[src/rtl/core/smoothed_rms_level_meter_macros.svh]
// Assertion macros shared by the level meter RTL.
`ifndef SMOOTHED_RMS_LEVEL_METER_MACROS_SVH
`define SMOOTHED_RMS_LEVEL_METER_MACROS_SVH

// Check that cons holds in the same cycle as ante.
`define SRLM_ASSERT_NOW(label, clk, rst_n, ante, cons) \
    label: assert property (@(posedge clk) disable iff (!(rst_n)) (ante) |-> (cons)) \
        else $error("srlm: same-cycle check failed");

// Check that cons holds in the cycle after ante.
`define SRLM_ASSERT_NEXT(label, clk, rst_n, ante, cons) \
    label: assert property (@(posedge clk) disable iff (!(rst_n)) (ante) |=> (cons)) \
        else $error("srlm: next-cycle check failed");

`endif

[src/rtl/core/srlm_pkg.sv]
// Types, constants and codes of the smoothed RMS level meter.
package srlm_pkg;

    localparam int MAX_FRAMES  = 256;
    localparam int SAMPLE_W    = 16;
    localparam int LEVEL_W     = 16;
    localparam int CFG_DATA_W  = 16;
    localparam int CFG_INDEX_W = 2;
    localparam int SUM_W       = 40;
    localparam int SMOOTH_W    = 24;
    localparam int DIVIDEND_W  = 40;
    localparam int DIVISOR_W   = 16;

    localparam logic [SMOOTH_W-1:0]   SMOOTH_MAX       = 24'h80_0000;
    localparam logic [LEVEL_W-1:0]    RMS_MAX          = 16'd32768;
    localparam logic [CFG_DATA_W-1:0] WEIGHT_RESET     = 16'd4588;
    localparam logic [CFG_DATA_W-1:0] FULL_SCALE_RESET = 16'd5571;

    // Configuration register indexes
    typedef enum logic [CFG_INDEX_W-1:0] {
        REG_SMOOTHING_WEIGHT = 2'd0,
        REG_FULL_SCALE_LEVEL = 2'd1
    } t_cfg_reg;

    // Sequencer states
    typedef enum logic [3:0] {
        ST_IDLE,
        ST_SQ_L,
        ST_SQ_R,
        ST_ADD_R,
        ST_MEAN_GO,
        ST_DIV_MEAN,
        ST_SQRT,
        ST_MUL_OLD,
        ST_MUL_NEW,
        ST_SMOOTH,
        ST_SCALE_GO,
        ST_DIV_SCALE,
        ST_EMIT
    } t_state;

    typedef logic signed [SAMPLE_W-1:0] t_sample;

    typedef struct packed {
        logic [LEVEL_W-1:0] block_rms;
        logic [LEVEL_W-1:0] smoothed_level;
        logic [LEVEL_W-1:0] scaled_level;
        logic               overflowed;
    } t_result;

endpackage

[src/rtl/core/srlm_if.sv]
// Stream interfaces for frame input and level result output.
interface srlm_in_if;
    logic                valid;
    logic                ready;
    srlm_pkg::t_sample   left_sample;
    srlm_pkg::t_sample   right_sample;
    logic                end_of_block;

    modport source (output valid, output left_sample, output right_sample,
                    output end_of_block, input ready);
    modport sink (input valid, input left_sample, input right_sample,
                  input end_of_block, output ready);
endinterface

interface srlm_out_if;
    logic                          valid;
    logic                          ready;
    logic [srlm_pkg::LEVEL_W-1:0]  block_rms;
    logic [srlm_pkg::LEVEL_W-1:0]  smoothed_level;
    logic [srlm_pkg::LEVEL_W-1:0]  scaled_level;
    logic                          overflowed;

    modport source (output valid, output block_rms, output smoothed_level,
                    output scaled_level, output overflowed, input ready);
    modport sink (input valid, input block_rms, input smoothed_level,
                  input scaled_level, input overflowed, output ready);
endinterface

[src/rtl/core/srlm_divider.sv]
// Iterative restoring divider, one quotient bit per cycle.
module srlm_divider #(
    parameter int DIVIDEND_W = srlm_pkg::DIVIDEND_W,
    parameter int DIVISOR_W  = srlm_pkg::DIVISOR_W
) (
    input  logic                  i_clk,
    input  logic                  i_rst_n,
    input  logic                  i_start,
    input  logic [DIVIDEND_W-1:0] i_dividend,
    input  logic [DIVISOR_W-1:0]  i_divisor,
    output logic                  o_done,
    output logic [DIVIDEND_W-1:0] o_quotient
);

    localparam int CNT_W = $clog2(DIVIDEND_W + 1);

    logic                  r_busy;
    logic                  r_done;
    logic [CNT_W-1:0]      r_cnt;
    logic [DIVISOR_W-1:0]  r_rem;
    logic [DIVISOR_W-1:0]  r_dvr;
    logic [DIVIDEND_W-1:0] r_quo;

    logic [DIVISOR_W:0]    rem_sh;
    logic [DIVISOR_W+1:0]  diff;
    logic                  fits;

    // Shift in the next dividend bit and trial-subtract the divisor
    always_comb begin
        rem_sh = {r_rem, r_quo[DIVIDEND_W-1]};
        diff   = {1'b0, rem_sh} - {2'b00, r_dvr};
        fits   = !diff[DIVISOR_W+1];
    end

    // Count the steps and flag the last one
    always_ff @(posedge i_clk) begin
        if (!i_rst_n) begin
            r_busy <= 1'b0;
            r_done <= 1'b0;
            r_cnt  <= '0;
        end else begin
            r_done <= 1'b0;
            if (i_start) begin
                r_busy <= 1'b1;
                r_cnt  <= CNT_W'(DIVIDEND_W);
            end else if (r_busy) begin
                r_cnt <= r_cnt - 1'b1;
                if (r_cnt == CNT_W'(1)) begin
                    r_busy <= 1'b0;
                    r_done <= 1'b1;
                end
            end
        end
    end

    // Load operands, then shift quotient bits in where dividend bits leave
    always_ff @(posedge i_clk) begin
        if (i_start) begin
            r_quo <= i_dividend;
            r_rem <= '0;
            r_dvr <= i_divisor;
        end else if (r_busy) begin
            r_rem <= fits ? diff[DIVISOR_W-1:0] : rem_sh[DIVISOR_W-1:0];
            r_quo <= {r_quo[DIVIDEND_W-2:0], fits};
        end
    end

    assign o_done     = r_done;
    assign o_quotient = r_quo;

endmodule

[src/rtl/core/smoothed_rms_level_meter.sv]
// Smoothed RMS level meter: square-sum, mean, root, smoothing and scaling.
// An ordinary frame passes SQ_L, SQ_R and ADD_R between acceptance and ready again.
// An end-of-block frame is followed by two 40-step passes of the shared divider and a
// 16-step square root before the result beat, and ready returns once the beat is loaded.
// The result sits in an output register; the next frame is taken while it waits.
// Reset (synchronous, active low) clears sums, count, smoothed level; registers default.
`include "smoothed_rms_level_meter_macros.svh"

module smoothed_rms_level_meter #(
    parameter int MAX_FRAMES = srlm_pkg::MAX_FRAMES
) (
    input  logic                               i_clk,
    input  logic                               i_rst_n,
    srlm_in_if.sink                            i_frame,
    srlm_out_if.source                         o_result,
    input  logic                               i_cfg_we,
    input  logic [srlm_pkg::CFG_INDEX_W-1:0]   i_cfg_index,
    input  logic [srlm_pkg::CFG_DATA_W-1:0]    i_cfg_data
);

    localparam int CNT_W = $clog2(MAX_FRAMES + 1);
    localparam int DVD_W = srlm_pkg::DIVIDEND_W;
    localparam int DVR_W = srlm_pkg::DIVISOR_W;
    localparam int SUM_W = srlm_pkg::SUM_W;
    localparam int SM_W  = srlm_pkg::SMOOTH_W;
    localparam int LVL_W = srlm_pkg::LEVEL_W;

    // Control and state registers
    srlm_pkg::t_state              r_state;
    srlm_pkg::t_state              n_state;
    logic [SUM_W-1:0]              r_sum;
    logic [CNT_W-1:0]              r_count;
    logic                          r_ovf;
    logic [SM_W-1:0]               r_smooth;
    logic [srlm_pkg::CFG_DATA_W-1:0] r_weight;
    logic [srlm_pkg::CFG_DATA_W-1:0] r_full_scale;
    logic                          r_out_valid;
    logic [3:0]                    r_iter;
    logic                          r_eob;

    // Payload registers
    srlm_pkg::t_sample             r_l;
    srlm_pkg::t_sample             r_r;
    logic [40:0]                   r_prod;
    logic [40:0]                   r_acc;
    logic [31:0]                   r_x;
    logic [18:0]                   r_rem;
    logic [15:0]                   r_root;
    logic [LVL_W-1:0]              r_rms;
    logic [LVL_W-1:0]              r_scaled;
    srlm_pkg::t_result             r_out;

    // Combinational signals
    logic                          in_acc;
    logic                          count_full;
    logic                          load_out;
    logic                          div_start;
    logic [DVD_W-1:0]              div_dividend;
    logic [DVR_W-1:0]              div_divisor;
    logic                          div_done;
    logic [DVD_W-1:0]              div_q;
    logic [23:0]                   mul_a;
    logic [16:0]                   mul_b;
    logic [40:0]                   mul_p;
    logic [16:0]                   abs_l;
    logic [16:0]                   abs_r;
    logic [SUM_W:0]                sum_raw;
    logic [SUM_W-1:0]              sum_sat;
    logic [18:0]                   rem4;
    logic [18:0]                   trial;
    logic                          root_bit;
    logic [18:0]                   n_rem;
    logic [15:0]                   n_root;
    logic [41:0]                   smooth_sum;
    logic [25:0]                   smooth_new;
    logic [24:0]                   level_sum;

    assign in_acc     = i_frame.valid && i_frame.ready;
    assign count_full = (r_count >= CNT_W'(MAX_FRAMES));

    // Shared divider for the mean square and the full-scale ratio
    srlm_divider #(
        .DIVIDEND_W (DVD_W),
        .DIVISOR_W  (DVR_W)
    ) u_divider (
        .i_clk      (i_clk),
        .i_rst_n    (i_rst_n),
        .i_start    (div_start),
        .i_dividend (div_dividend),
        .i_divisor  (div_divisor),
        .o_done     (div_done),
        .o_quotient (div_q)
    );

    // Shared multiplier
    assign mul_p = mul_a * mul_b;

    // Magnitudes of the held samples
    assign abs_l = r_l[15] ? (17'd0 - {r_l[15], r_l}) : {1'b0, r_l};
    assign abs_r = r_r[15] ? (17'd0 - {r_r[15], r_r}) : {1'b0, r_r};

    // Saturating add of the last square into the running sum
    always_comb begin
        sum_raw = {1'b0, r_sum} + r_prod;
        sum_sat = sum_raw[SUM_W] ? '1 : sum_raw[SUM_W-1:0];
    end

    // One step of the digit-by-digit square root
    always_comb begin
        rem4     = {r_rem[16:0], r_x[31:30]};
        trial    = {1'b0, r_root, 2'b01};
        root_bit = (rem4 >= trial);
        n_rem    = root_bit ? (rem4 - trial) : rem4;
        n_root   = {r_root[14:0], root_bit};
    end

    // Smoothing sum with rounding, and output level rounding
    always_comb begin
        smooth_sum = {1'b0, r_acc} + {1'b0, r_prod} + 42'd32768;
        smooth_new = smooth_sum[41:16];
        level_sum  = {1'b0, r_smooth} + 25'd128;
    end

    // Next state
    always_comb begin
        n_state = r_state;
        unique case (r_state)
            srlm_pkg::ST_IDLE: begin
                if (in_acc) begin
                    if (!count_full) begin
                        n_state = srlm_pkg::ST_SQ_L;
                    end else if (i_frame.end_of_block) begin
                        n_state = srlm_pkg::ST_MEAN_GO;
                    end
                end
            end
            srlm_pkg::ST_SQ_L:      n_state = srlm_pkg::ST_SQ_R;
            srlm_pkg::ST_SQ_R:      n_state = srlm_pkg::ST_ADD_R;
            srlm_pkg::ST_ADD_R: begin
                n_state = r_eob ? srlm_pkg::ST_MEAN_GO : srlm_pkg::ST_IDLE;
            end
            srlm_pkg::ST_MEAN_GO:   n_state = srlm_pkg::ST_DIV_MEAN;
            srlm_pkg::ST_DIV_MEAN: begin
                if (div_done) begin
                    n_state = srlm_pkg::ST_SQRT;
                end
            end
            srlm_pkg::ST_SQRT: begin
                if (r_iter == 4'd0) begin
                    n_state = srlm_pkg::ST_MUL_OLD;
                end
            end
            srlm_pkg::ST_MUL_OLD:   n_state = srlm_pkg::ST_MUL_NEW;
            srlm_pkg::ST_MUL_NEW:   n_state = srlm_pkg::ST_SMOOTH;
            srlm_pkg::ST_SMOOTH:    n_state = srlm_pkg::ST_SCALE_GO;
            srlm_pkg::ST_SCALE_GO:  n_state = srlm_pkg::ST_DIV_SCALE;
            srlm_pkg::ST_DIV_SCALE: begin
                if (div_done) begin
                    n_state = srlm_pkg::ST_EMIT;
                end
            end
            srlm_pkg::ST_EMIT: begin
                if (load_out) begin
                    n_state = srlm_pkg::ST_IDLE;
                end
            end
            default:                n_state = srlm_pkg::ST_IDLE;
        endcase
    end

    // Sequencer outputs: handshake, divider start, multiplier operands
    always_comb begin
        i_frame.ready = 1'b0;
        load_out      = 1'b0;
        div_start     = 1'b0;
        div_dividend  = '0;
        div_divisor   = '0;
        mul_a         = '0;
        mul_b         = '0;
        unique case (r_state)
            srlm_pkg::ST_IDLE: begin
                i_frame.ready = 1'b1;
            end
            srlm_pkg::ST_SQ_L: begin
                mul_a = {7'd0, abs_l};
                mul_b = abs_l;
            end
            srlm_pkg::ST_SQ_R: begin
                mul_a = {7'd0, abs_r};
                mul_b = abs_r;
            end
            srlm_pkg::ST_MEAN_GO: begin
                div_start    = 1'b1;
                div_dividend = DVD_W'(r_sum);
                div_divisor  = DVR_W'({r_count, 1'b0});
            end
            srlm_pkg::ST_MUL_OLD: begin
                mul_a = r_smooth;
                mul_b = 17'h1_0000 - {1'b0, r_weight};
            end
            srlm_pkg::ST_MUL_NEW: begin
                mul_a = {r_rms, 8'd0};
                mul_b = {1'b0, r_weight};
            end
            srlm_pkg::ST_SCALE_GO: begin
                div_start    = 1'b1;
                div_dividend = DVD_W'({r_smooth, 8'd0});
                div_divisor  = r_full_scale;
            end
            srlm_pkg::ST_EMIT: begin
                load_out = !r_out_valid || o_result.ready;
            end
            default: begin
            end
        endcase
    end

    // Control state, accumulators and configuration
    always_ff @(posedge i_clk) begin
        if (!i_rst_n) begin
            r_state      <= srlm_pkg::ST_IDLE;
            r_sum        <= '0;
            r_count      <= '0;
            r_ovf        <= 1'b0;
            r_smooth     <= '0;
            r_weight     <= srlm_pkg::WEIGHT_RESET;
            r_full_scale <= srlm_pkg::FULL_SCALE_RESET;
            r_out_valid  <= 1'b0;
            r_iter       <= '0;
            r_eob        <= 1'b0;
        end else begin
            r_state <= n_state;

            // Write configuration registers
            if (i_cfg_we) begin
                unique case (i_cfg_index)
                    srlm_pkg::REG_SMOOTHING_WEIGHT: r_weight     <= i_cfg_data;
                    srlm_pkg::REG_FULL_SCALE_LEVEL: r_full_scale <= i_cfg_data;
                    default: begin
                    end
                endcase
            end

            unique case (r_state)
                srlm_pkg::ST_IDLE: begin
                    if (in_acc) begin
                        r_eob <= i_frame.end_of_block;
                        if (count_full) begin
                            r_ovf <= 1'b1;
                        end
                    end
                end
                srlm_pkg::ST_SQ_R: begin
                    r_sum <= sum_sat;
                end
                srlm_pkg::ST_ADD_R: begin
                    r_sum   <= sum_sat;
                    r_count <= r_count + 1'b1;
                end
                srlm_pkg::ST_DIV_MEAN: begin
                    if (div_done) begin
                        r_iter <= 4'd15;
                    end
                end
                srlm_pkg::ST_SQRT: begin
                    r_iter <= r_iter - 1'b1;
                end
                srlm_pkg::ST_SMOOTH: begin
                    if (smooth_new > 26'(srlm_pkg::SMOOTH_MAX)) begin
                        r_smooth <= srlm_pkg::SMOOTH_MAX;
                    end else begin
                        r_smooth <= smooth_new[SM_W-1:0];
                    end
                end
                srlm_pkg::ST_EMIT: begin
                    if (load_out) begin
                        r_sum   <= '0;
                        r_count <= '0;
                        r_ovf   <= 1'b0;
                    end
                end
                default: begin
                end
            endcase

            // Hold the result beat until the sink takes it
            if (load_out) begin
                r_out_valid <= 1'b1;
            end else if (o_result.ready) begin
                r_out_valid <= 1'b0;
            end
        end
    end

    // Datapath registers
    always_ff @(posedge i_clk) begin
        if (in_acc) begin
            r_l <= i_frame.left_sample;
            r_r <= i_frame.right_sample;
        end

        unique case (r_state) inside
            srlm_pkg::ST_SQ_L, srlm_pkg::ST_SQ_R, srlm_pkg::ST_MUL_OLD: begin
                r_prod <= mul_p;
            end
            srlm_pkg::ST_MUL_NEW: begin
                r_acc  <= r_prod;
                r_prod <= mul_p;
            end
            srlm_pkg::ST_DIV_MEAN: begin
                if (div_done) begin
                    r_x    <= (r_count == '0) ? 32'd0 : div_q[31:0];
                    r_rem  <= '0;
                    r_root <= '0;
                end
            end
            srlm_pkg::ST_SQRT: begin
                r_x    <= {r_x[29:0], 2'b00};
                r_rem  <= n_rem;
                r_root <= n_root;
                if (r_iter == 4'd0) begin
                    r_rms <= (n_root > srlm_pkg::RMS_MAX) ? srlm_pkg::RMS_MAX : n_root;
                end
            end
            srlm_pkg::ST_DIV_SCALE: begin
                if (div_done) begin
                    if ((r_full_scale == '0) || (|div_q[DVD_W-1:LVL_W])) begin
                        r_scaled <= '1;
                    end else begin
                        r_scaled <= div_q[LVL_W-1:0];
                    end
                end
            end
            default: begin
            end
        endcase

        // Capture the result beat
        if (load_out) begin
            r_out.block_rms      <= r_rms;
            r_out.smoothed_level <= level_sum[23:8];
            r_out.scaled_level   <= r_scaled;
            r_out.overflowed     <= r_ovf;
        end
    end

    assign o_result.valid          = r_out_valid;
    assign o_result.block_rms      = r_out.block_rms;
    assign o_result.smoothed_level = r_out.smoothed_level;
    assign o_result.scaled_level   = r_out.scaled_level;
    assign o_result.overflowed     = r_out.overflowed;

    // Assertions
    `SRLM_ASSERT_NOW(a_count_bound, i_clk, i_rst_n, 1'b1, r_count <= CNT_W'(MAX_FRAMES))
    `SRLM_ASSERT_NOW(a_smooth_bound, i_clk, i_rst_n, 1'b1, r_smooth <= srlm_pkg::SMOOTH_MAX)
    `SRLM_ASSERT_NOW(a_div_done_state, i_clk, i_rst_n, div_done, r_state == srlm_pkg::ST_DIV_MEAN || r_state == srlm_pkg::ST_DIV_SCALE)
    `SRLM_ASSERT_NEXT(a_emit_clears, i_clk, i_rst_n, load_out, r_count == '0 && !r_ovf && r_sum == '0)
    `SRLM_ASSERT_NOW(a_rms_bound, i_clk, i_rst_n, r_out_valid, r_out.block_rms <= srlm_pkg::RMS_MAX)

endmodule
[src/flat_wrapper.sv]
// flat-port wrapper written by rule: the top's interface ports become plain ports
module smoothed_rms_level_meter_flat 
#(
    parameter int MAX_FRAMES = srlm_pkg::MAX_FRAMES
)
  (i_clk, i_rst_n, i_cfg_we, i_cfg_index, i_cfg_data, i_frame_valid, i_frame_left_sample, i_frame_right_sample, i_frame_end_of_block, i_frame_ready, o_result_valid, o_result_block_rms, o_result_smoothed_level, o_result_scaled_level, o_result_overflowed, o_result_ready);
  srlm_in_if i_frame_i ();
  srlm_out_if o_result_i ();
  input  logic i_clk;
  input  logic i_rst_n;
  input  logic i_cfg_we;
  input  logic [srlm_pkg::CFG_INDEX_W-1:0] i_cfg_index;
  input  logic [srlm_pkg::CFG_DATA_W-1:0] i_cfg_data;
  input wire logic [$bits(i_frame_i.valid)-1:0] i_frame_valid;
  input wire logic [$bits(i_frame_i.left_sample)-1:0] i_frame_left_sample;
  input wire logic [$bits(i_frame_i.right_sample)-1:0] i_frame_right_sample;
  input wire logic [$bits(i_frame_i.end_of_block)-1:0] i_frame_end_of_block;
  output wire logic [$bits(i_frame_i.ready)-1:0] i_frame_ready;
  output wire logic [$bits(o_result_i.valid)-1:0] o_result_valid;
  output wire logic [$bits(o_result_i.block_rms)-1:0] o_result_block_rms;
  output wire logic [$bits(o_result_i.smoothed_level)-1:0] o_result_smoothed_level;
  output wire logic [$bits(o_result_i.scaled_level)-1:0] o_result_scaled_level;
  output wire logic [$bits(o_result_i.overflowed)-1:0] o_result_overflowed;
  input wire logic [$bits(o_result_i.ready)-1:0] o_result_ready;
  assign i_frame_i.valid = i_frame_valid;
  assign i_frame_i.left_sample = i_frame_left_sample;
  assign i_frame_i.right_sample = i_frame_right_sample;
  assign i_frame_i.end_of_block = i_frame_end_of_block;
  assign i_frame_ready = i_frame_i.ready;
  assign o_result_valid = o_result_i.valid;
  assign o_result_block_rms = o_result_i.block_rms;
  assign o_result_smoothed_level = o_result_i.smoothed_level;
  assign o_result_scaled_level = o_result_i.scaled_level;
  assign o_result_overflowed = o_result_i.overflowed;
  assign o_result_i.ready = o_result_ready;
  smoothed_rms_level_meter #(.MAX_FRAMES(MAX_FRAMES)) u_core (.i_clk(i_clk), .i_rst_n(i_rst_n), .i_frame(i_frame_i), .o_result(o_result_i), .i_cfg_we(i_cfg_we), .i_cfg_index(i_cfg_index), .i_cfg_data(i_cfg_data));
endmodule
[config.mk]
export PLATFORM = sky130hd
export DESIGN_NAME = smoothed_rms_level_meter_flat
export DESIGN_NICKNAME = d
export VERILOG_FILES = /design/src/rtl/core/srlm_pkg.sv /design/src/rtl/core/srlm_if.sv /design/src/rtl/core/srlm_divider.sv /design/src/rtl/core/smoothed_rms_level_meter.sv /design/src/flat_wrapper.sv
export VERILOG_INCLUDE_DIRS = /design/src /design/src/rtl/core
export SDC_FILE = /design/constraint.sdc
export NUM_CORES = 2
export LEC_CHECK = 0
export BUFFER_PORTS_ARGS = -buffer_cell sky130_fd_sc_hd__buf_2
export CAP_MARGIN = 15
export CORE_MARGIN = 4
export CORE_UTILIZATION = 40
export DETAILED_ROUTE_END_ITERATION = 12
export PLACE_DENSITY = 0.68
export SYNTH_ARGS = -nofsm -noshare
export SYNTH_HDL_FRONTEND = slang
export SYNTH_SLANG_ARGS = --single-unit
export TNS_END_PERCENT = 20
[constraint.sdc]
create_clock -name i_clk -period 8.1 [get_ports i_clk]
set_input_delay 0.405 -clock i_clk [delete_from_list [all_inputs] [get_ports i_clk]]
set_output_delay 0.405 -clock i_clk [all_outputs]
set_load 0.05 [all_outputs]
# Word level (Yosys, flattened, before mapping)
# Index checks and enable logic that the tools add are counted.
# word_totals
ff_bits,456
in_bits,56
out_inout_bits,51
elab_cells,151
# classes
addsub,12
multipliers,1
magnitude_cmp,4
n_eq_ne,21
muxes,49
bitwise_logic,2
reduce_logical,32
# ops
cell,n
2-to-1 mux 40 bit,4
one-hot mux 40 bit (2 select lines),2
one-hot mux 24 bit (4 select lines),1
2-to-1 mux 17 bit,4
one-hot mux 17 bit (4 select lines),1
2-to-1 mux 32 bit,2
one-hot mux 16 bit (2 select lines),2
one-hot mux 32 bit (2 select lines),1
one-hot mux 4 bit (13 select lines),1
adder 41 x 41 -> 42 bit,1
"adder 42 x 16 -> 42 bit, second input constant",1
adder 40 x 41 -> 41 bit,1
multiplier 24 x 17 -> 41 bit,1
one-hot mux 17 bit (2 select lines),1
"subtractor 1 x 16 -> 17 bit, first input constant",2
2-to-1 mux 16 bit,2
2-to-1 mux 4 bit,8
"greater-than comparator 26 x 24 -> 1 bit, second input constant",1
"adder 24 x 8 -> 24 bit, second input constant",1
2-to-1 mux 24 bit,1
OR reduction 24 bit,1
"== test 4 bit, second input constant",5
>= comparator 19 x 18 -> 1 bit,1
one-hot mux 9 bit (2 select lines),1
37 further kinds,75

# Depth between registers and ports, before layout
# depth
word_depth,5
mapped_depth,35
mapped_depth_nobuf,33

# Hierarchy
# From an unflattened synthesis, not the netlist that was laid out.
# unflattened
hier_cells,3891
area_unflattened_um2,37667.4
# modules_own_cells
mod,n_inst,cells_each,area_each_um2,seq_area_each_um2
smoothed_rms_level_meter,1,3517,33335.7,10129.7
srlm_divider,1,374,4331.7,2162.1

# Worst setup path before layout
# OpenSTA, ideal clock, no wires.
# synth_path
path_kind,reg-to-reg
startpoint,register u_core.r_state[3]
endpoint,register u_core.r_prod[34] (data pin)
setup_time_ps,260
arrival_ps,8502
required_time_ps,7840
slack_ps,-662
stages_incl_launch_ff,30
path_buffers,3
period_less_slack_ps,8762
cell_sequence,dfxtp_1 clkbuf_1 nand2b_1 nand2b_1 inv_1 clkbuf_1 clkbuf_1 a221oi_1 nor2_1 fa_1 inv_1 fa_1 fa_1 inv_1 fa_1 fa_1 inv_1 fa_1 inv_1 ha_1 a21o_1 a221oi_2 a21oi_1 or2_1 o21a_1 a31o_2 a21o_1 a21o_1 a221oi_2 xnor2_1
# synth_between
elab_chain_cells,3
elab_cells_between_ends,7
cone_classes,1 x mul; 4 x eq/ne; 2 x mux
# synth_lines
item,line_no,text
from (decl),smoothed_rms_level_meter.sv:29,srlm_pkg::t_state r_state;
from (signal assigned),smoothed_rms_level_meter.sv:221,r_state <= srlm_pkg::ST_IDLE;
from (signal assigned),smoothed_rms_level_meter.sv:232,r_state <= n_state;
"== test 4 bit, or another cell as far along",smoothed_rms_level_meter.sv:180,unique case (r_state)
one-hot mux 24 bit (4 select lines) or one-hot mux 17 bit (4 select lines) (tied branches),smoothed_rms_level_meter.sv:180,
multiplier 24 x 17 -> 41 bit *,smoothed_rms_level_meter.sv:96,assign mul_p = mul_a * mul_b;
via u_core.mul_p[34],smoothed_rms_level_meter.sv:64,logic [40:0] mul_p;
to (signal assigned),smoothed_rms_level_meter.sv:304,r_prod <= mul_p;
to (signal assigned),smoothed_rms_level_meter.sv:308,r_prod <= mul_p;
to (decl),smoothed_rms_level_meter.sv:44,logic [40:0] r_prod;
# The timed path passes the listed nets; every way through them passes the cells marked *.
# A chain may end at the register's enable or synchronous reset.

# Final worst setup path
# layout_path
startpoint,register u_core.r_r[4]
endpoint,register u_core.r_prod[34] (data pin)
# layout_between
elab_chain_cells,4
elab_cells_between_ends,5
cone_classes,1 x add/sub; 1 x mul; 3 x mux
# layout_lines
item,line_no,text
from (decl),smoothed_rms_level_meter.sv:43,srlm_pkg::t_sample r_r;
from (signal assigned),smoothed_rms_level_meter.sv:299,r_r <= i_frame.right_sample;
subtractor 1 x 16 -> 17 bit,smoothed_rms_level_meter.sv:100,"assign abs_r = r_r[15] ? (17'd0 - {r_r[15], r_r}) : {1'b0, r_r};"
2-to-1 mux 17 bit *,smoothed_rms_level_meter.sv:100,
one-hot mux 24 bit (4 select lines) or one-hot mux 17 bit (4 select lines) (tied branches),smoothed_rms_level_meter.sv:180,
multiplier 24 x 17 -> 41 bit *,smoothed_rms_level_meter.sv:96,
via u_core.mul_p[34],smoothed_rms_level_meter.sv:64,
# Marks and branches as above.

==> run_results.csv <==
group,metric,value,unit
status,outcome,"complete, no violations",
global_route,grt_use_met2,0.341,
global_route,grt_use_met3,0.0415,
yosys,ys_top_cells_by_area,"edfxtp_1, fa_1, ha_1",
worst_hold_path,hold_path.class,"in2reg",
sta,slew_violations,0,
sta,finalCriticalPeriod,8050,ps
floorplan,die_w,312,um
yosys,synth_seq_cells,456,
setup_path,cp.arrival,8420,ps
setup_path,crit_type,"reg2reg",
floorplan,row_count,111,
sta,setup_ws,48.3,ps
final_layout,drive_above_1_share,0.123,
global_route,grt-busiest-layer,"met2",
clock_network,clock_path_buffers,3,
power,peakVddDrop,0.000156,V
yosys,yosysSeqAreaShare,0.333,
clock_network,clockRootBuffer,"clkbuf_16",
place,place_area,39600,um^2
yosys,synth_xor_xnor_area_share,0.0384,
global_route,grt_antenna_before_repair,2,
power,p_sw_frac,0.352,
global_route,grt_pass1_vias,28400,
clock_network,clk_latency,620,ps
final_layout,n_fill_cell,8509,
yosys,yosys.area_share.simple,0.149,
place,place_ws,-142,ps
global_route,gr-total-overflow,0,
floorplan,dieArea,97300,um^2
sta,final-hold-violation-count,0,
floorplan,start_util,0.403,
power,p_switching,2.77,mW
global_route,grt_max_degree,64,
setup_path,crit_path_max_fanout,4,
yosys,synth.top_cell.area_share,0.257,
yosys,synth_top_area_cell,"edfxtp_1",
yosys,synth_cells,3823,
drt,final_antenna_net_count,0,
clock_network,cts_tree,"yes",
drt,dr.pass1.iters,5,
place,dp_hpwl,84600,um
sta,worst_pin_slew,1050,ps
drt,drc,0,
yosys,synthMuxAreaShare,0.00626,
yosys,avgSynthCellArea,9.67,um^2
yosys,syn-num-nets,4487,
sta,rsz0062_at_grt,"yes",
sta,setup-tns-final,0,ps
power,clkPwrFrac,0.302,
sta,slew_headroom,0.302,
yosys,synth-compound-area-share,0.136,
yosys,synth_top_family_by_area,"adder cells",
floorplan,core-area,91700,um^2
sta,setup_viol,0,
drt,drtIter0Drc,2649,
yosys,synthArstFlopShare,0,
sta,fmax,0.124,GHz
clock_network,ctsHtreeMaxLevel,2,
global_route,grt.total_usage,0.218,
final_layout,finish.instance_area,42300,um^2
floorplan,die_h,312,um
final_layout,final_common_cell,"nand2_1",
setup_path,worstPathRequired,8470,ps
yosys,synth_enable_flop_cells,316,
setup_path,slowest_stage,"fa_1",
power,p_comb_frac,0.335,
sta,skew,26.2,ps
clock_network,cts_made_buffers,48,
yosys,yosys.area_share.adder,0.273,
place,gp_congestion,0.976,
global_route,grt_pass1_wl,166000,um
flow_run,cap_violations,0,
setup_path,worstSetupStartpointType,"register",
final_layout,syn_to_final_growth,14.4,%
power,p_seq_frac,0.363,
drt,finalWirelength,109000,um
yosys,mappedNetlistArea,37000,um^2
drt,vias,29300,
clock_network,path_clk_slew,60,ps
sta,timing.final.crit_share,0.994,
yosys,synth.distinct_cells,89,
power,cell_internal_pwr,5.11,mW
power,power.density,186,nW/um^2
yosys,synth-main-ff-cell,"edfxtp_1",
clock_network,cts.sinks,456,
final_layout,ff_latch_area,12300,um^2
final_layout,multi_input_area,22800,um^2
drt,viasPerCell,5.57,
global_route,use_met1,0.303,
place,io_buffers,106,
final_layout,final_nets,4695,
final_layout,final_cell_mix,"nand2_1, inv_1, fa_1",
setup_path,cpPeakStageDelay,550,ps
setup_path,cp_common_cell,"fa_1",
floorplan,io_pins,107,
yosys,ys_warn_count,0,
power,leakage,18.7,nW
drt,wl_per_cell,20.7,um
setup_path,endpoint_kind,"register",
-- metrics by stage --
stage / std cells / power, mW / util / hold WS, ps
floorplan: 3823 / 4.59 / - / 400
global placement: 5109 / 5.35 / 0.432 / 403
detailed placement: 5109 / 5.38 / 0.432 / 405
CTS: 5223 / 7.78 / 0.454 / 1.28
global route: 5255 / 8.31 / 0.461 / 8.26
finish: 5256 / 7.88 / 0.461 / 32.2
-- power by group through the flow --
stage	clock (mW)	combinational, mW	sequential, mW
after floorplan	0	1.78	2.80
after global placement	0	2.45	2.90
after detailed placement	0	2.48	2.90
after CTS	2.41	2.52	2.85
after global routing	2.51	2.93	2.87
final	2.38	2.64	2.86
-- logic make-up (layout without fill, tap and decap cells) --
logic type | Yosys count | in the layout
and+or+nand+nor | 1216 | 1216
AOI/OAI and AO/OA | 735 | 736
buffers and inverters | 623 | 868
adders and majority gates | 608 | 608
DFF | 456 | 456
xor gates and xnor gates | 162 | 162
muxes | 23 | 23
other | 0 | 1
-- worst max-delay path: cells and delay by family, from the launching register on --
family	cells	cell delay, ps
compound gates	10	2030
xor+xnor	2	280
fa+ha+maj	7	3160
buf+inv	4	350
flops	1	500
simple gates	7	1480
-- state kept, by name (all words and copies together) (netlist names), 17 cells and up --
| register | cells |
|---|---|
| u_core.r_x | 32 |
| u_core.r_acc | 41 |
| u_core.u_divider.o_quotient | 40 |
| u_core.r_rem | 17 |
| u_core.r_sum | 40 |
| u_core.r_smooth | 24 |
| u_core.r_prod | 41 |
-- Yosys cell counts, types with 71 or more instances --
| library cell | instances |
|---|---|
| a21oi_1 | 202 |
| a22o_1 | 83 |
| clkbuf_1 | 136 |
| dfxtp_1 | 140 |
| edfxtp_1 | 316 |
| fa_1 | 331 |
| ha_1 | 277 |
| inv_1 | 457 |
| nand2_1 | 519 |
| nand3_1 | 76 |
| nor2_1 | 280 |
| o21ai_0 | 115 |
| xnor2_1 | 91 |
| xor2_1 | 71 |
-- final timing paths --
check | startpoint | end | slack (ps) | depth (start not counted)
max reg2reg | u_core.r_r[4] | u_core.r_prod[34] | 50 | 30
min reg2reg | u_core.r_scaled[12] | u_core.o_result.scaled_level[12] | 410 | 0
min | i_frame_right_sample[1] | u_core.r_r[1] | 30 | 1
max | u_core.r_r[4] | u_core.r_prod[34] | 50 | 30
-- layout make-up --
type	count	share of cell area
Inverter	458	0.0407
Clock inverter	29	0.00905
Antenna cell	1	0.0000592
Clock buffer	59	0.0308
Tap cell	1186	0.0351
Sequential cell	456	0.291
Timing Repair Buffer	322	0.0552
Multi-Input combinational cell	2745	0.538
-- what timing repair did --
item / in CTS / in global routing
hold buffers: 26 / 0
cloned: 0 / 2
pin swaps: 0 / 54
resized for setup: 4 / 97
setup endpoints to repair: 4 / 16
setup buffers: 0 / 30
hold endpoints to repair: 26 / 0
-- routing by layer --
metal	routed length, um	share of wire
met5	0	0
met4	4700	0.043
met3	9540	0.088
met2	48600	0.45
met1	46100	0.42
Note: power is estimated with default switching activity, not from simulation.
